## src/rtl/core/eaptls_pkg.sv

```systemverilog
// ----------------------------------------------------------------------------
// EAP-TLS fragment tracker package
// Shared codes, sizes and the classified item type passed front to back.
// ----------------------------------------------------------------------------
package eaptls_pkg;

    // Fragment payload size for outgoing messages
    localparam logic [15:0] FRAG_SIZE = 16'd1024;

    // Queue between front and back
    localparam int QDEPTH = 2;
    localparam int QPTR_W = (QDEPTH > 1) ? $clog2(QDEPTH) : 1;
    localparam int QCNT_W = $clog2(QDEPTH + 1);

    // Operation codes
    localparam logic [2:0] OP_RECV      = 3'd0;
    localparam logic [2:0] OP_LOAD      = 3'd1;
    localparam logic [2:0] OP_BUILD     = 3'd2;
    localparam logic [2:0] OP_CLR_RECV  = 3'd3;
    localparam logic [2:0] OP_CLR_SEND  = 3'd4;

    // EAP-TLS flag bits
    localparam logic [7:0] FLAG_START = 8'h20;
    localparam logic [7:0] FLAG_MORE  = 8'h40;
    localparam logic [7:0] FLAG_LEN   = 8'h80;
    localparam logic [7:0] NO_FLAGS   = 8'hff;
    localparam logic [7:0] FLAGS_NONE = 8'h00;

    // Header overheads in bytes
    localparam logic [15:0] LEN_FIELD_BYTES = 16'd4;
    localparam logic [15:0] EAP_BASE_LEN    = 16'd4;
    localparam logic [15:0] MIN_LEN_FRAME   = 16'd5;

    typedef enum logic [2:0] {
        ST_CONTINUE   = 3'd0,
        ST_START      = 3'd1,
        ST_MORE       = 3'd2,
        ST_SEND_DONE  = 3'd3,
        ST_RECV_DONE  = 3'd4,
        ST_FAIL       = 3'd5,
        ST_DECODE_ERR = 3'd6,
        ST_OK         = 3'd7
    } t_status;

    typedef enum logic [2:0] {
        K_RECV,
        K_LOAD,
        K_BUILD,
        K_CLR_RECV,
        K_CLR_SEND,
        K_BAD
    } t_kind;

    // Classified item
    typedef struct packed {
        t_kind       kind;
        logic        flen_zero;  // empty frame
        logic        is_start;   // Start flag set
        logic        is_more;    // More flag set
        logic        is_ack;     // flags exactly none or Length only
        logic        len_used;   // a 4-byte length field is counted (Length with More, or Length only)
        logic        len_short;  // length field present but frame too short
        logic [15:0] pay_len;    // TLS data bytes in the received frame
        logic [15:0] declared;   // low half of declared total length
        logic        newseq;
        logic [7:0]  flags;
        logic [15:0] mlen;
    } t_item;

endpackage

```

## src/rtl/core/eaptls_front.sv

```systemverilog
// ----------------------------------------------------------------------------
// EAP-TLS front end
// Accepts requests, decodes the op and classifies the received header.
// ----------------------------------------------------------------------------
module eaptls_front
    import eaptls_pkg::*;
(
    input  logic        i_valid,
    output logic        o_ready,
    input  logic [2:0]  i_op,
    input  logic [7:0]  i_flags_byte,
    input  logic [15:0] i_frame_length,
    input  logic [31:0] i_length_field,
    input  logic        i_new_sequence,
    input  logic [15:0] i_message_length,
    input  logic        i_q_full,
    output logic        o_push,
    output t_item       o_item
);

    logic        len_used;
    logic [15:0] hdr_bytes;

    // Accept whenever the queue has room
    assign o_ready = !i_q_full;
    assign o_push  = i_valid && !i_q_full;

    // Length field counts only on More fragments or a plain Length header
    assign len_used  = ((i_flags_byte & FLAG_LEN) != '0) &&
                       (((i_flags_byte & FLAG_MORE) != '0) || (i_flags_byte == FLAG_LEN));
    assign hdr_bytes = len_used ? (LEN_FIELD_BYTES + 16'd1) : 16'd1;

    // Classify the request
    always_comb begin
        o_item = '0;
        case (i_op)
            OP_RECV:     o_item.kind = K_RECV;
            OP_LOAD:     o_item.kind = K_LOAD;
            OP_BUILD:    o_item.kind = K_BUILD;
            OP_CLR_RECV: o_item.kind = K_CLR_RECV;
            OP_CLR_SEND: o_item.kind = K_CLR_SEND;
            default:     o_item.kind = K_BAD;
        endcase
        o_item.flen_zero = (i_frame_length == '0);
        o_item.is_start  = (i_flags_byte & FLAG_START) != '0;
        o_item.is_more   = (i_flags_byte & FLAG_MORE) != '0;
        o_item.is_ack    = (i_flags_byte == FLAGS_NONE) || (i_flags_byte == FLAG_LEN);
        o_item.len_used  = len_used;
        o_item.len_short = len_used && (i_frame_length < MIN_LEN_FRAME);
        o_item.pay_len   = i_frame_length - hdr_bytes;
        o_item.declared  = i_length_field[15:0];
        o_item.newseq    = i_new_sequence;
        o_item.flags     = i_flags_byte;
        o_item.mlen      = i_message_length;
    end

endmodule

```

## src/rtl/core/eaptls_queue.sv

```systemverilog
// ----------------------------------------------------------------------------
// EAP-TLS item queue
// Short FIFO of classified items between the front and back ends.
// ----------------------------------------------------------------------------
module eaptls_queue
    import eaptls_pkg::*;
(
    input  logic  i_clk,
    input  logic  i_rst_n,
    input  logic  i_push,
    input  t_item i_item,
    output logic  o_full,
    input  logic  i_pop,
    output logic  o_empty,
    output t_item o_item
);

    t_item              r_mem [QDEPTH];
    logic [QPTR_W-1:0]  r_wr_ptr;
    logic [QPTR_W-1:0]  r_rd_ptr;
    logic [QCNT_W-1:0]  r_count;
    logic [QPTR_W-1:0]  n_wr_ptr;
    logic [QPTR_W-1:0]  n_rd_ptr;
    logic [QCNT_W-1:0]  n_count;

    assign o_full  = (r_count == QCNT_W'(QDEPTH));
    assign o_empty = (r_count == '0);
    assign o_item  = r_mem[r_rd_ptr];

    // Advance pointers and count
    always_comb begin
        n_wr_ptr = r_wr_ptr;
        n_rd_ptr = r_rd_ptr;
        n_count  = r_count;
        if (i_push) begin
            n_wr_ptr = (r_wr_ptr == QPTR_W'(QDEPTH - 1)) ? '0 : r_wr_ptr + 1'b1;
        end
        if (i_pop) begin
            n_rd_ptr = (r_rd_ptr == QPTR_W'(QDEPTH - 1)) ? '0 : r_rd_ptr + 1'b1;
        end
        case ({i_push, i_pop})
            2'b10:   n_count = r_count + 1'b1;
            2'b01:   n_count = r_count - 1'b1;
            default: n_count = r_count;
        endcase
    end

    always_ff @(posedge i_clk) begin
        if (!i_rst_n) begin
            r_wr_ptr <= '0;
            r_rd_ptr <= '0;
            r_count  <= '0;
        end else begin
            r_wr_ptr <= n_wr_ptr;
            r_rd_ptr <= n_rd_ptr;
            r_count  <= n_count;
        end
    end

    // Store entries
    always_ff @(posedge i_clk) begin
        if (i_push) begin
            r_mem[r_wr_ptr] <= i_item;
        end
    end

endmodule

```

## src/rtl/core/eaptls_back.sv

```systemverilog
// ----------------------------------------------------------------------------
// EAP-TLS back end
// Holds the send and receive counters, executes items, registers results.
// ----------------------------------------------------------------------------
module eaptls_back
    import eaptls_pkg::*;
(
    input  logic        i_clk,
    input  logic        i_rst_n,
    input  logic        i_q_empty,
    input  t_item       i_item,
    output logic        o_pop,
    output logic        o_valid,
    input  logic        i_ready,
    output logic [2:0]  o_status,
    output logic [7:0]  o_out_flags,
    output logic        o_flags_present,
    output logic        o_length_present,
    output logic [15:0] o_fragment_bytes,
    output logic [15:0] o_eap_length
);

    // Counter state
    logic [15:0] r_send_total, n_send_total;
    logic [15:0] r_send_done,  n_send_done;
    logic        r_send_active, n_send_active;
    logic [15:0] r_recv_total, n_recv_total;
    logic [15:0] r_recv_done,  n_recv_done;
    logic        r_recv_active, n_recv_active;

    // Result register
    logic        r_out_valid;
    t_status     r_status, n_status;
    logic [7:0]  r_oflags, n_oflags;
    logic        r_fpres, n_fpres;
    logic        r_lpres, n_lpres;
    logic [15:0] r_fbytes, n_fbytes;
    logic [15:0] r_elen, n_elen;

    logic        step;

    // Take an item when the result slot is free or being drained
    assign step  = !i_q_empty && (!r_out_valid || i_ready);
    assign o_pop = step;

    // Execute one item
    always_comb begin
        t_status     res;
        logic        go_on;
        logic [16:0] ack_sum;
        logic [16:0] rx_sum;
        logic [15:0] remaining;
        logic [16:0] elen_w;

        n_send_total  = r_send_total;
        n_send_done   = r_send_done;
        n_send_active = r_send_active;
        n_recv_total  = r_recv_total;
        n_recv_done   = r_recv_done;
        n_recv_active = r_recv_active;
        n_status      = ST_OK;
        n_oflags      = '0;
        n_fpres       = 1'b0;
        n_lpres       = 1'b0;
        n_fbytes      = '0;
        n_elen        = EAP_BASE_LEN;
        res           = ST_CONTINUE;
        go_on         = 1'b1;
        ack_sum       = {1'b0, r_send_done} + {1'b0, FRAG_SIZE};
        rx_sum        = '0;
        remaining     = '0;
        elen_w        = '0;

        case (i_item.kind)
            K_RECV: begin
                if (i_item.flen_zero) begin
                    n_status = ST_DECODE_ERR;
                end else if (i_item.is_start) begin
                    n_status = ST_START;
                end else begin
                    if (i_item.is_more) begin
                        // Peer is fragmenting: reset send side
                        n_send_total  = '0;
                        n_send_done   = '0;
                        n_send_active = 1'b1;
                        if (i_item.len_short) begin
                            go_on = 1'b0;
                        end else if (i_item.len_used && !r_recv_active) begin
                            n_recv_total  = i_item.declared;
                            n_recv_done   = '0;
                            n_recv_active = 1'b1;
                        end
                        res = ST_MORE;
                    end else if (i_item.is_ack) begin
                        if (i_item.len_short) begin
                            go_on = 1'b0;
                        end else if (i_item.newseq && r_send_active &&
                                     (r_send_total != '0)) begin
                            // Acknowledge one outgoing fragment
                            if (ack_sum < {1'b0, r_send_total}) begin
                                n_send_done = ack_sum[15:0];
                            end else begin
                                n_send_total  = '0;
                                n_send_done   = '0;
                                n_send_active = 1'b1;
                                res           = ST_SEND_DONE;
                            end
                        end
                    end
                    if (!go_on) begin
                        n_status = ST_DECODE_ERR;
                    end else if (i_item.pay_len == '0) begin
                        n_status = (i_item.newseq && res == ST_CONTINUE) ? ST_FAIL : res;
                    end else begin
                        if (i_item.newseq) begin
                            // Count received data
                            if (!n_recv_active) begin
                                n_recv_total  = i_item.pay_len;
                                n_recv_done   = '0;
                                n_recv_active = 1'b1;
                            end
                            rx_sum = {1'b0, n_recv_done} + {1'b0, i_item.pay_len};
                            if (rx_sum > {1'b0, n_recv_total}) begin
                                res = ST_RECV_DONE;
                            end else begin
                                n_recv_done = rx_sum[15:0];
                                if (rx_sum[15:0] == n_recv_total) begin
                                    res = ST_RECV_DONE;
                                end
                            end
                        end
                        n_status = res;
                    end
                end
            end
            K_LOAD: begin
                n_send_total  = i_item.mlen;
                n_send_done   = '0;
                n_send_active = 1'b1;
            end
            K_BUILD: begin
                n_oflags = i_item.flags;
                if (r_send_active) begin
                    n_fpres   = (i_item.flags != NO_FLAGS);
                    remaining = (r_send_total > r_send_done) ?
                                (r_send_total - r_send_done) : '0;
                    if (remaining > FRAG_SIZE) begin
                        n_fbytes = FRAG_SIZE;
                        if (r_send_done == '0) begin
                            n_lpres  = 1'b1;
                            n_oflags = i_item.flags | FLAG_MORE | FLAG_LEN;
                        end else begin
                            n_oflags = i_item.flags | FLAG_MORE;
                        end
                    end else begin
                        n_fbytes = remaining;
                    end
                    elen_w = {1'b0, EAP_BASE_LEN} + {16'd0, n_fpres} + {1'b0, n_fbytes}
                           + (n_lpres ? {1'b0, LEN_FIELD_BYTES} : 17'd0);
                    n_elen = elen_w[15:0];
                end
            end
            K_CLR_RECV: begin
                n_recv_total  = '0;
                n_recv_done   = '0;
                n_recv_active = 1'b0;
            end
            K_CLR_SEND: begin
                n_send_total  = '0;
                n_send_done   = '0;
                n_send_active = 1'b0;
            end
            default: begin
                n_status = ST_DECODE_ERR;
            end
        endcase
    end

    // Commit state and valid flag
    always_ff @(posedge i_clk) begin
        if (!i_rst_n) begin
            r_send_total  <= '0;
            r_send_done   <= '0;
            r_send_active <= 1'b0;
            r_recv_total  <= '0;
            r_recv_done   <= '0;
            r_recv_active <= 1'b0;
            r_out_valid   <= 1'b0;
        end else begin
            if (step) begin
                r_send_total  <= n_send_total;
                r_send_done   <= n_send_done;
                r_send_active <= n_send_active;
                r_recv_total  <= n_recv_total;
                r_recv_done   <= n_recv_done;
                r_recv_active <= n_recv_active;
                r_out_valid   <= 1'b1;
            end else if (i_ready) begin
                r_out_valid   <= 1'b0;
            end
        end
    end

    // Hold result payload
    always_ff @(posedge i_clk) begin
        if (step) begin
            r_status <= n_status;
            r_oflags <= n_oflags;
            r_fpres  <= n_fpres;
            r_lpres  <= n_lpres;
            r_fbytes <= n_fbytes;
            r_elen   <= n_elen;
        end
    end

    assign o_valid          = r_out_valid;
    assign o_status         = r_status;
    assign o_out_flags      = r_oflags;
    assign o_flags_present  = r_fpres;
    assign o_length_present = r_lpres;
    assign o_fragment_bytes = r_fbytes;
    assign o_eap_length     = r_elen;

endmodule

```

## src/rtl/core/eap_tls_fragment_tracker.sv

```systemverilog
// An input passes through the queue, then the result register, before its result is offered.
// Throughput: one request per cycle while the queue has room and the result side drains.
// The two-entry queue lets the front keep accepting while a result waits; once it fills,
// input ready returns in the cycle after the result side drains.
// Reset: synchronous active low; clears all counters, the queue and the result valid.
// ----------------------------------------------------------------------------
// EAP-TLS fragment tracker
// Classifies EAP-TLS headers and tracks send and receive fragmentation.
// ----------------------------------------------------------------------------
module eap_tls_fragment_tracker
    import eaptls_pkg::*;
(
    input  logic        i_clk,
    input  logic        i_rst_n,
    input  logic        i_valid,
    output logic        o_ready,
    input  logic [2:0]  i_op,
    input  logic [7:0]  i_flags_byte,
    input  logic [15:0] i_frame_length,
    input  logic [31:0] i_length_field,
    input  logic        i_new_sequence,
    input  logic [15:0] i_message_length,
    output logic        o_valid,
    input  logic        i_ready,
    output logic [2:0]  o_status,
    output logic [7:0]  o_out_flags,
    output logic        o_flags_present,
    output logic        o_length_present,
    output logic [15:0] o_fragment_bytes,
    output logic [15:0] o_eap_length
);

    t_item front_item;
    t_item queue_item;
    logic  push;
    logic  pop;
    logic  q_full;
    logic  q_empty;

    // Classify incoming requests
    eaptls_front u_front (
        .i_valid          (i_valid),
        .o_ready          (o_ready),
        .i_op             (i_op),
        .i_flags_byte     (i_flags_byte),
        .i_frame_length   (i_frame_length),
        .i_length_field   (i_length_field),
        .i_new_sequence   (i_new_sequence),
        .i_message_length (i_message_length),
        .i_q_full         (q_full),
        .o_push           (push),
        .o_item           (front_item)
    );

    // Buffer classified items
    eaptls_queue u_queue (
        .i_clk   (i_clk),
        .i_rst_n (i_rst_n),
        .i_push  (push),
        .i_item  (front_item),
        .o_full  (q_full),
        .i_pop   (pop),
        .o_empty (q_empty),
        .o_item  (queue_item)
    );

    // Execute against the counters
    eaptls_back u_back (
        .i_clk            (i_clk),
        .i_rst_n          (i_rst_n),
        .i_q_empty        (q_empty),
        .i_item           (queue_item),
        .o_pop            (pop),
        .o_valid          (o_valid),
        .i_ready          (i_ready),
        .o_status         (o_status),
        .o_out_flags      (o_out_flags),
        .o_flags_present  (o_flags_present),
        .o_length_present (o_length_present),
        .o_fragment_bytes (o_fragment_bytes),
        .o_eap_length     (o_eap_length)
    );

endmodule
```

## config.mk

```make
export PLATFORM = sky130hd
export DESIGN_NAME = eap_tls_fragment_tracker
export DESIGN_NICKNAME = d
export VERILOG_FILES = /design/src/rtl/core/eaptls_pkg.sv /design/src/rtl/core/eaptls_front.sv /design/src/rtl/core/eaptls_queue.sv /design/src/rtl/core/eaptls_back.sv /design/src/rtl/core/eap_tls_fragment_tracker.sv
export SDC_FILE = /design/constraint.sdc
export NUM_CORES = 1
export LEC_CHECK = 0
export ABC_AREA = 1
export ABC_CLOCK_PERIOD_IN_PS = 3700
export BUFFER_PORTS_ARGS = -buffer_cell sky130_fd_sc_hd__buf_2
export CORE_UTILIZATION = 28
export DETAILED_ROUTE_END_ITERATION = 10
export PLACE_DENSITY = 0.45
export SYNTH_ARGS = -nofsm -noshare
export SYNTH_HDL_FRONTEND = slang
export SYNTH_SLANG_ARGS = --single-unit
```

## constraint.sdc

```tcl
create_clock -name i_clk -period 3.7 [get_ports i_clk]
set_input_delay 0.185 -clock i_clk [delete_from_list [all_inputs] [get_ports i_clk]]
set_output_delay 0.185 -clock i_clk [all_outputs]
set_load 0.01 [all_outputs]
```

## Yosys cells after proc, flatten, opt, wreduce, memory -nomap -nowiden

Memory sizes are Yosys's and may differ from the RTL's. A register that Yosys moved wholly into a read port is not among the register bits.
Cells that the tools add are included.

- Logic and storage cells: 203
- Bits of input ports: 80
- Memory bits (writable): 132
- Flip-flop bits (word level): 116
- Memories: 1
- Output and inout bits: 47

- Order comparisons: 5
- Equality and inequality tests: 20
- Mux-type cells: 115
- $add $sub $neg: 11
- Reduce and logical (&&, ||, !) cells: 35

Memories:

| memory | depth | width | rd ports | clocked after memory_dff | write ports | RTL line | source |
|---|---|---|---|---|---|---|---|
| u_queue.r_mem | 2 | 66 | 1 | 1 | 1 | eaptls_queue.sv:18 | `t_item r_mem [QDEPTH];` |

Operators by type and width:

| cell | number |
|---|---|
| $mux 16 | 49 |
| $pmux 16 s2 | 3 |
| $mux 3 | 17 |
| $logic_not 16->1 | 3 |
| $pmux 16 s3 | 1 |
| $mux 1 | 36 |
| $add 16x16->16 | 2 |
| $sub 16x16->16 | 2 |
| $mux 8 | 3 |
| $add 16x11->17 const B | 1 |
| $add 16x16->17 | 1 |
| $gt 17x16->1 | 1 |
| $lt 17x16->1 | 1 |
| $eq 16x16->1 | 1 |
| $gt 16x11->1 const B | 1 |
| $gt 16x16->1 | 1 |
| $lt 16x3->1 const B | 1 |
| $reduce_bool 16->1 | 1 |
| $pmux 3 s5 | 1 |
| $eq 3x2->1 const B | 4 |
| $logic_not 3->1 | 3 |
| $ne 3x3->1 const B | 3 |
| $eq 8x8->1 const B | 1 |
| $logic_and 1x1->1 | 8 |
| other kinds (28) | 41 |

## Longest topological paths before layout

Gate-level depths: netlist of the first run.

- Word-level depth: 25
- Gate-level depth with buffers: 31
- Depth with buffers taken out: 29

## By module

From an unflattened synthesis of the first run, not the netlist that was laid out.

- Cell total of the unflattened synthesis: 1550
- Area, all modules: 13888.3 um2

By module, submodules not included:

| module | cells each | area an instance (um2) | sequential area each (um2) | times used |
|---|---|---|---|---|
| eaptls_back | 1148 | 7832.5 | 2492.4 | 1 |
| eaptls_queue | 240 | 5149.9 | 4063.9 | 1 |
| eaptls_front | 162 | 905.9 | 0.0 | 1 |

## Worst setup path before layout of the first run

No wires, ideal clock.

- Path kind: reg-to-reg
- From: register u_back.r_out_valid (netlist: u_back.o_valid)
- To: register u_back.r_send_total[4]
- Slack: -0.323 ns
- Required time: 3.581 ns
- Stages on the path, launching flop included: 12
- Clock period less this slack: 4.023 ns
- Setup time: 0.119 ns
- Data arrival time: 3.904 ns
- Buffers on the path: 1
- Cells stage by stage: dfxtp_1 -> inv_1 -> nor2_1 -> a21oi_1 -> inv_1 -> a21oi_1 -> inv_2 -> nor3b_4 -> nand2_2 -> buf_4 -> o21ai_1 -> a21oi_1

- Cells in the longest elaborated chain, start to end: 4

Ends and longest elaborated chain:

| what | RTL line | source |
|---|---|---|
| start: declaration | eaptls_back.sv:32 | `logic r_out_valid;` |
| start signal: assignment | eaptls_back.sv:188 | `r_out_valid <= 1'b0;` |
| start signal: assignment | eaptls_back.sv:197 | `r_out_valid <= 1'b1;` |
| start signal: assignment | eaptls_back.sv:199 | `r_out_valid <= 1'b0;` |
| $logic_not 1->1 | eaptls_back.sv:43 | `assign step = !i_q_empty && (!r_out_valid \|\| i_ready);` |
| $logic_or 1x1->1 | eaptls_back.sv:43 |  |
| $logic_and 1x1->1 | eaptls_back.sv:43 |  |
| net pop | eap_tls_fragment_tracker.sv:36 | `logic pop;` |
| $reduce_and 8->1 (no line) | - |  |
| end signal: assignment | eaptls_back.sv:191 | `r_send_total <= n_send_total;` |
| end: declaration | eaptls_back.sv:24 | `logic [15:0] r_send_total, n_send_total;` |

The timed path passes the listed nets, and every way through them passes these cells.
A chain may end at the register's enable or synchronous reset.

==> results of run 1 <==
-- final cells by class --
type	count	area, µm²
Clock buffer	37	776
Multi-Input combinational cell	1047	5990
Timing Repair Buffer	340	2550
Fill cell	4520	27200
Antenna cell	1	2.50
Inverter	181	688
Tap cell	592	741
Clock inverter	15	134
Sequential cell	235	6440
-- synthesized netlist by cell type (23+ instances only) --
master	instances
a21oi_1	132
clkbuf_1	26
dfxtp_1	62
edfxtp_1	173
ha_1	57
inv_1	173
nand2_1	347
nand3_1	78
nor2_1	144
nor3_1	23
o21ai_0	109
o21ai_1	28
xor2_1	27
-- worst max path at each step --
stage	cells after the start	startpoint	to
3_5_place_dp	25	flip-flop	u_back.o_status[2]
3_3_place_gp	25	flip-flop	u_back.o_status[2]
2_1_floorplan	29	flip-flop	u_back.o_status[2]
6_report	25	flip-flop	u_back.r_recv_done[1]
4_1_cts	27	flip-flop	u_back.r_recv_done[5]
5_1_grt	25	flip-flop	u_back.r_recv_done[1]
-- repair_timing --
| item | 4_1_cts | 5_1_grt |
|---|---|---|
| pin swaps | 14 | 16 |
| resized for setup | 68 | 83 |
| endpoints found under the setup margin | 21 | 27 |
| buffers inserted | 12 | 5 |
| hold endpoints to repair | 112 | 0 |
| gates cloned | 1 | 0 |
| hold buffers | 57 | 0 |
-- metrics by stage --
step / cell area [µm²] / std cells / util / setup WS [ps] / power (µW)
2_1_floorplan: 12800 / 1514 / - / 1.78 / 8800
3_3_place_gp: 15100 / 2320 / 0.340 / -408 / 12200
3_5_place_dp: 15100 / 2320 / 0.340 / -421 / 12200
4_1_cts: 17000 / 2442 / 0.382 / -62.3 / 15400
5_1_grt: 17300 / 2448 / 0.389 / -357 / 17300
6_report: 17300 / 2448 / 0.389 / -61.7 / 15900
-- layer usage --
layer	share of wire	track usage	up-vias
li1	-	-	5697
met1	0.50	0.227	5066
met2	0.45	0.251	221
met3	0.035	0.0176	42
met4	0.019	0.0355	0
met5	0	0	-
-- cells in the final DEF (no fill, tap or decap), types with 19 or more instances in the layout --
master	count
nand2_1	332
edfxtp_1	173
buf_4	160
inv_1	158
nor2_1	134
a21oi_1	116
buf_2	110
o21ai_0	79
nand3_1	72
dlygate4sd3_1	57
dfxtp_1	57
o21ai_1	41
ha_1	35
clkbuf_16	29
xor2_1	23
nor3_1	21
inv_2	19
ha_4	19
-- critical path, stage by stage, from the launching register on --
cell and delay (ps):
dfxtp_4 370, buf_6 130, nand2_2 50, nand2_2 90, ha_4 190, fa_2 390
nand3_2 90, nand2_2 70, a21oi_4 200, o21bai_2 100, xnor2_1 250, inv_1 80
ha_1 320, a21oi_1 130, o21a_1 120, o21ai_1 50, a21oi_1 150, nand2_1 90
nand2_2 100, nand2_4 60, buf_12 170, nand2_1 60, nand2_1 50, o21ai_1 150
nand2_1 90, a21oi_2 120
-- cells by family after synthesis --
logic type      Yosys count  synth area share
compound gates          292             0.120
flops                   235             0.506
xor+xnor                 32            0.0220
fa+ha+maj                58            0.0576
buf+inv                 232            0.0740
mux                       7           0.00551
simple gates            646             0.215
other cells               2          0.000590
-- power groups by stage --
| stage | clock [µW] | sequential, µW | combinational, µW |
|---|---|---|---|
| finish | 2710 | 3730 | 9460 |
| global route | 2890 | 3790 | 10700 |
| CTS | 2800 | 3720 | 8890 |
| detailed placement | 0 | 3760 | 8470 |
| global placement | 0 | 3750 | 8440 |
| floorplan | 0 | 3850 | 4940 |
-- state kept, by name, indices dropped and copies added (netlist names), named ones only --
| name | flops |
|---|---|
| u_back.o_eap_length | 16 |
| u_back.o_flags_present | 1 |
| u_back.o_fragment_bytes | 16 |
| u_back.o_length_present | 1 |
| u_back.o_out_flags | 8 |
| u_back.o_status | 3 |
| u_back.o_valid | 1 |
| u_back.r_recv_active | 1 |
| u_back.r_recv_done | 16 |
| u_back.r_recv_total | 16 |
| u_back.r_send_active | 1 |
| u_back.r_send_done | 6 |
| u_back.r_send_total | 16 |
| u_queue.r_count | 2 |
| u_queue.r_mem | 128 |
| u_queue.r_rd_ptr | 1 |
| u_queue.r_wr_ptr | 1 |
==> results_dict.tcl, run 1 <==
set metrics [dict create \
    yosysTopAreaCell "edfxtp_1" \
    cp-start-kind "flip-flop" \
    hpwl_mm 26.6 \
    io_buffers 110 \
    synth_warnings 0 \
    dieHeight_um 215 \
    synth.cell_area_mm2 0.0127 \
    clock_skew_ps 12.1 \
    cap_violations 0 \
    cp-end-kind "flip-flop" \
    hold_path.class "input pin to flip-flop" \
    hold-worst-slack_ps 57.6 \
    avgViaCountPerCell 4.50 \
    cts_tree "built" \
    coreArea_mm2 0.0445 \
    ys_seq_area_frac 0.506 \
    min_period_over_period 1.02 \
    drtIter0Drc 728 \
    cts_made_buffers 28 \
    wl_per_cell_um 14.9 \
    max_freq_mhz 266 \
    grt_use_total 0.157 \
    synthToLayoutAreaGrowth_pct 36.2 \
    finalSetupViolCount 9 \
    pin_count 127 \
    p_int_uw 8980 \
    dieArea_mm2 0.0463 \
    synth_top_area_share 0.408 \
    synth_area_leaders "edfxtp_1 41%, nand2_1 10%, dfxtp_1 9.8%" \
    ant_nets 0 \
    postSynth.asyncResetShare 0 \
    rr_worst_depth 25 \
    drtPass1Iterations 5 \
    crit_fanout 25 \
    r2r_slack_ps -60 \
    hold_depth 2 \
    cts_sinks 235 \
    h-tree-depth 1 \
    layout_min_cycle_time_ps 3760 \
    drc 0 \
    hold_path.startpoint "i_frame_length[11]" \
    critical_path_class "flip-flop to flip-flop" \
    grt_max_degree 66 \
    p_comb_frac 0.595 \
    arrival_ps 4240 \
    worst_pin_slew_ps 672 \
    clk_path_buf_depth 3 \
    synthCells 1504 \
    place_congestion 0.849 \
    rsz0062_at_grt "true" \
    clkPwrFrac 0.171 \
    clockRootBuffer "clkbuf_16" \
    grt_pass1_vias 10700 \
    initial_core_util 0.286 \
    seq_power_share 0.235 \
    synthFlopType "edfxtp_1" \
    power_switching_uw 6920 \
    wl_mm 36.5 \
    setup_ws_ps -61.7 \
    power_leakage_uw 0.00738 \
    slew_violations 0 \
    vias 11000 \
    swShare 0.435 \
    finalNetCount 1971 \
    ys_seq_elements 235 \
    vdd_drop_max_uv 625 \
    rows 77 \
    whs_endpoint "u_queue.r_mem[1][52]" \
    hold_viol 0 \
    max-slew-margin-rel 0.552 \
    cts.clk_slew.worst_paths_ps 70 \
    setup_tns_ps -183 \
    grt_pass1_wl_mm 58.1 \
    die_x_um 215 \
    cp.required_ps 4180 \
    clock_latency_ps 550 \
    drive_gt1_frac 0.258 \
    synth-edff-count 173 \
    power_per_cell_area_mw_per_mm2 918 \
    avgSynthCellArea_um2 8.46 \
    status "complete, but fails checks" \
    overflow 0 \
    antenna_found_initial 1 \
    r2r-end "u_back.r_recv_done[1]" \
    violations "setup timing" \
    synth_cell_type_count 53 \
]
(Power assumes the default switching activity.)
==> inputs of run 2 (changes only) <==
- BUFFER_PORTS_ARGS: -buffer_cell sky130_fd_sc_hd__buf_2 -> not set
- DONT_BUFFER_PORTS: not set -> 1
- PLACE_DENSITY: 0.45 -> 0.43
==> run 2 against run 1 <==
  * The flow still finishes with violations (setup timing)
  * Die area stayed put
  * Critical path depth is 3 higher
  * Sequential cell count is the same
  * Global-route usage is 0.22 points lower
  * Fmax increased by 0.44%
  * Register-to-register slack improved by 20 ps
  * Final cell count down 5.0%
  * Critical path type unchanged
==> results_dict.tcl, run 2 (same netlist as run 1, synthesis figures left out) <==
set metrics [dict create \
    worst_pin_slew_ps 793 \
    wl_mm 36.1 \
    seq_area_mm2 0.00644 \
    swShare 0.441 \
    initial_core_util 0.286 \
    cp.required_ps 4010 \
    io_buffers 0 \
    cp_common_cell "nand2_2" \
    clockRootBuffer "clkbuf_16" \
    final_cell_mix "330 x nand2_1, 173 x edfxtp_1, 161 x inv_1, 141 x buf_4, 133 x nor2_1" \
    r2r_slack_ps -50 \
    clock_skew_ps 10.2 \
    place_area_mm2 0.0145 \
    max_freq_mhz 267 \
    slew_violations 0 \
    finalSetupViolCount 4 \
    dieArea_mm2 0.0463 \
    ant_nets 0 \
    dieHeight_um 215 \
    power_switching_uw 6860 \
    n_antenna_cell 0 \
    fillCellCount 4551 \
    finalNetCount 1849 \
    cts_made_buffers 29 \
    rows 77 \
    cp_slowest_cell "dfxtp_4" \
    power_per_cell_area_mw_per_mm2 932 \
    cp-end-kind "flip-flop" \
    critical_path_class "flip-flop to flip-flop" \
    violations "setup timing" \
    grt_use_total 0.155 \
    arrival_ps 4050 \
    grt_pass1_vias 10400 \
    wl_per_cell_um 15.5 \
    clock_latency_ps 570 \
    pin_count 127 \
    layout_min_cycle_time_ps 3750 \
    min_period_over_period 1.01 \
    cts_tree "built" \
    h-tree-depth 1 \
    largest_register_ffs 128 \
    p_int_uw 8710 \
    multi_input_area_mm2 0.00601 \
    clkPwrFrac 0.178 \
    hpwl_mm 26.3 \
    slowest_delay_ps 360 \
    setup_tns_ps -74.9 \
    vdd_drop_max_uv 716 \
    setup_ws_ps -45.4 \
    drtIter0Drc 590 \
    hold_path.class "input pin to flip-flop" \
    seq_power_share 0.250 \
    cts.clk_slew.worst_paths_ps 60 \
    hold-worst-slack_ps 28.0 \
    crit_fanout 11 \
    cap_violations 0 \
    antenna_found_initial 0 \
    grt_pass1_wl_mm 57.4 \
    drc 0 \
    drtPass1Iterations 5 \
    avgViaCountPerCell 4.55 \
    rsz0062_at_grt "true" \
    stdcell_area_mm2 0.0167 \
    p_comb_frac 0.572 \
    status "complete, but fails checks" \
    synthToLayoutAreaGrowth_pct 31.3 \
    coreArea_mm2 0.0445 \
    layout_commonest_cell "nand2_1" \
    vias 10600 \
    hold_viol 0 \
    overflow 0 \
    max-slew-margin-rel 0.470 \
    power_leakage_uw 0.00686 \
    grt_max_degree 59 \
    top_register "u_queue.r_mem" \
    drive_gt1_frac 0.201 \
    die_x_um 215 \
    place_congestion 0.855 \
    cp-start-kind "flip-flop" \
    cts_sinks 235 \
    clk_path_buf_depth 3 \
]
run 2: path summary, 6_finish.rpt:
path | endpoint | from | cells past startpoint
max | u_back.o_status[2] | flip-flop | 28
min | u_queue.r_mem[0][62] | i_frame_length[15] | 2
max reg2reg | u_back.o_status[2] | flip-flop | 28
min reg2reg | u_queue.r_rd_ptr | u_queue.r_rd_ptr | 1
run 2: layout make-up:
| class | count | area share |
|---|---|---|
| Timing Repair Buffer | 217 | 0.113 |
| Inverter | 181 | 0.0412 |
| Multi-Input combinational cell | 1047 | 0.360 |
| Clock buffer | 32 | 0.0447 |
| Tap cell | 592 | 0.0443 |
| Clock inverter | 22 | 0.0114 |
| Sequential cell | 235 | 0.386 |
run 2: critical path: cells and delay by family (launching register included):
| family | cells | cell delay [ps] |
|---|---|---|
| flip-flops | 1 | 360 |
| AO/OA/AOI/OAI | 8 | 1070 |
| AND/OR/NAND/NOR | 12 | 850 |
| adder cells (fa/ha/maj) | 2 | 580 |
| XOR/XNOR | 1 | 160 |
| buffers and inverters | 5 | 460 |
run 2: stage by stage:
stage	total power, µW	instances	utilization	worst slack [ps]
after floorplan	8800	1514	-	1.78
after global placement	11700	2194	0.325	-297
after detailed placement	11800	2194	0.325	-374
after CTS	14900	2321	0.366	-58.8
after global routing	17000	2326	0.375	-313
final	15600	2326	0.375	-45.4
run 2: what timing repair did:
action | CTS | global route
setup buffers | 7 | 5
hold buffers | 66 | 0
pin swaps | 11 | 33
endpoints found under the setup margin | 19 | 30
cloned | 0 | 0
gates resized for setup | 47 | 91
endpoints found under the hold margin | 148 | 0
run 2: routing by layer:
metal	global-route usage	vias to the layer above	routed length, µm
li1	-	5435	-
met1	0.221	4880	17900
met2	0.243	210	16000
met3	0.0218	48	1320
met4	0.0449	0	932
met5	0	-	0
run 2: power by group through the flow:
stage	Clock [µW]	Sequential, µW	Combinational, µW
2_1_floorplan	0	3850	4940
3_3_place_gp	0	3930	7810
3_5_place_dp	0	3940	7850
4_1_cts	2850	3890	8120
5_1_grt	2950	3950	10100
6_report	2760	3890	8910
==> inputs of run 3 (changes only) <==
- ABC_CLOCK_PERIOD_IN_PS: 3700 -> 4500
- PLACE_DENSITY: 0.43 -> 0.41
- clock period: 3.7 -> 4.5 ns (I/O delays scaled with it)
==> run 3 against run 2 <==
  * The run now ends clean
  * Combinational power is 35% lower
  * Sequential power is 18% lower
  * Largest cell class unchanged
  * Highest routed layer unchanged
  * First-iteration DRC count is 2.7% higher
  * Final cell count is 4.9% lower
  * Via count is 4.3% lower
  * Clock power is 7% lower
  * Critical path type unchanged
==> results_dict.tcl, run 3 (same netlist as run 1, synthesis figures left out) <==
set metrics [dict create \
    status "finished clean" \
    fin_util 0.347 \
    slowest_delay_ps 360 \
    use_met3 0.0251 \
    finalNetCount 1736 \
    avgViaCountPerCell 4.57 \
    cts_tree "built" \
    grt_busiest_layer "met2" \
    overflow 0 \
    die_x_um 215 \
    io_buffers 0 \
    crit_family "simple AND/OR/NAND/NOR gates" \
    path_buf_inv 3 \
    critical_path_class "flip-flop to flip-flop" \
    grt_pass1_wl_mm 55.3 \
    slew_violations 0 \
    vias 10100 \
    cp.required_ps 4820 \
    synthToLayoutAreaGrowth_pct 21.4 \
    finalSetupViolCount 0 \
    ant_nets 0 \
    coreArea_mm2 0.0445 \
    top_register "u_queue.r_mem" \
    power_leakage_uw 0.00632 \
    initial_core_util 0.286 \
    largest_register_ffs 128 \
    layout_commonest_cell "nand2_1" \
    rr_worst_depth 28 \
    final_cell_mix "346 x nand2_1, 173 x edfxtp_1, 170 x inv_1, 139 x nor2_1, 127 x a21oi_1" \
    place_ws_ps 128 \
    min_period_over_period 0.911 \
    dieArea_mm2 0.0463 \
    hold_depth 3 \
    worst_pin_slew_ps 979 \
    cp_slowest_cell "fa_2" \
    vdd_drop_max_uv 358 \
    drive_gt1_frac 0.0975 \
    cp_common_cell "nand2_1" \
    clock_latency_ps 590 \
    cts_made_buffers 29 \
    hold_viol 0 \
    wl_mm 35.4 \
    drtPass1Iterations 5 \
    drc 0 \
    cp-start-kind "flip-flop" \
    h-tree-depth 1 \
    use_met1 0.205 \
    arrival_ps 4420 \
    grt_max_degree 66 \
    dieHeight_um 215 \
    max-slew-margin-rel 0.348 \
    r2r_slack_ps 400 \
    layout_min_cycle_time_ps 4100 \
    n_antenna_cell 0 \
    hold-worst-slack_ps 19.1 \
    grt_pass1_vias 9939 \
    worst-path-stages 28 \
    max_freq_mhz 244 \
    cap_violations 0 \
    setup_ws_ps 401 \
    antenna_found_initial 0 \
    clock_skew_ps 28.7 \
    hold_path.class "input pin to flip-flop" \
    cts_sinks 235 \
    hpwl_mm 25.0 \
    drtIter0Drc 606 \
    grt.met2_usage 0.245 \
    cp-end-kind "flip-flop" \
    cts.clk_slew.worst_paths_ps 70 \
    place_congestion 0.872 \
    rows 77 \
    wl_per_cell_um 16.0 \
    clk_path_buf_depth 3 \
    crit_fanout 17 \
    clockRootBuffer "clkbuf_16" \
    grt_use_total 0.151 \
    power_per_cell_area_mw_per_mm2 743 \
    pin_count 127 \
]
==> run 3: changes by cell type in the layout (fill, tap and decap cells not counted), sizes merged <==
cell,previous run,this run
buf,151,41
bufinv,2,6
clkbuf,32,35
clkinv,15,11
clkinvlp,5,2
dlygate4sd3,66,63
==> run 3: area by class of cell <==
| type | count | area (µm²) |
|---|---|---|
| Fill cell | 4601 | 29100 |
| Sequential cell | 235 | 6440 |
| Multi-Input combinational cell | 1047 | 5560 |
| Timing Repair Buffer | 104 | 980 |
| Clock buffer | 35 | 778 |
| Tap cell | 592 | 741 |
| Inverter | 181 | 686 |
| Clock inverter | 19 | 270 |
==> run 3: report_power, final <==
part           switching [µW]  internal [µW]  total (µW)
clock network             981           1580        2560
logic                    3900           1850        5750
registers                 292           2890        3180
total                    5170           6320       11500
==> run 3: stage by stage <==
| stage | cells | total power, µW | cell area (µm²) | TNS, ps |
|---|---|---|---|---|
| 2_1_floorplan | 1514 | 7180 | 12800 | 0 |
| 3_3_place_gp | 2091 | 8730 | 13600 | 0 |
| 3_5_place_dp | 2091 | 8770 | 13600 | 0 |
| 4_1_cts | 2208 | 11500 | 15300 | 0 |
| 5_1_grt | 2213 | 12500 | 15500 | -2.09 |
| 6_report | 2213 | 11500 | 15500 | 0 |
==> run 3: worst paths after layout <==
| path | start | to |
|---|---|---|
| worst max-delay path | flip-flop | u_back.o_status[2] |
| worst max register to register | flip-flop | u_back.o_status[2] |
| worst min-delay path | i_frame_length[13] | u_queue.r_mem[1][55] |
| worst min register to register | u_queue.r_rd_ptr | flip-flop |
==> run 3: worst reg2reg max path, delay by kind of cell (launching register included) <==
kind,cells,cell delay (ps)
AOI/OAI and AO/OA,6,830
xor gates and xnor gates,1,170
adders and majority gates,3,910
buffers and inverters,3,340
DFF,1,340
and+or+nand+nor,15,1240
==> run 3: layer usage <==
layer,wire length (µm),vias to the layer above
li1,-,5224
met1,17100,4671
met2,15900,166
met3,1330,61
met4,1080,0
met5,0,-
==> run 3: timing repair <==
item,in CTS,in global routing
hold endpoints to repair,148,0
hold buffers,63,0
endpoints found under the setup margin,0,24
setup buffers,0,5
gates resized for setup,0,43
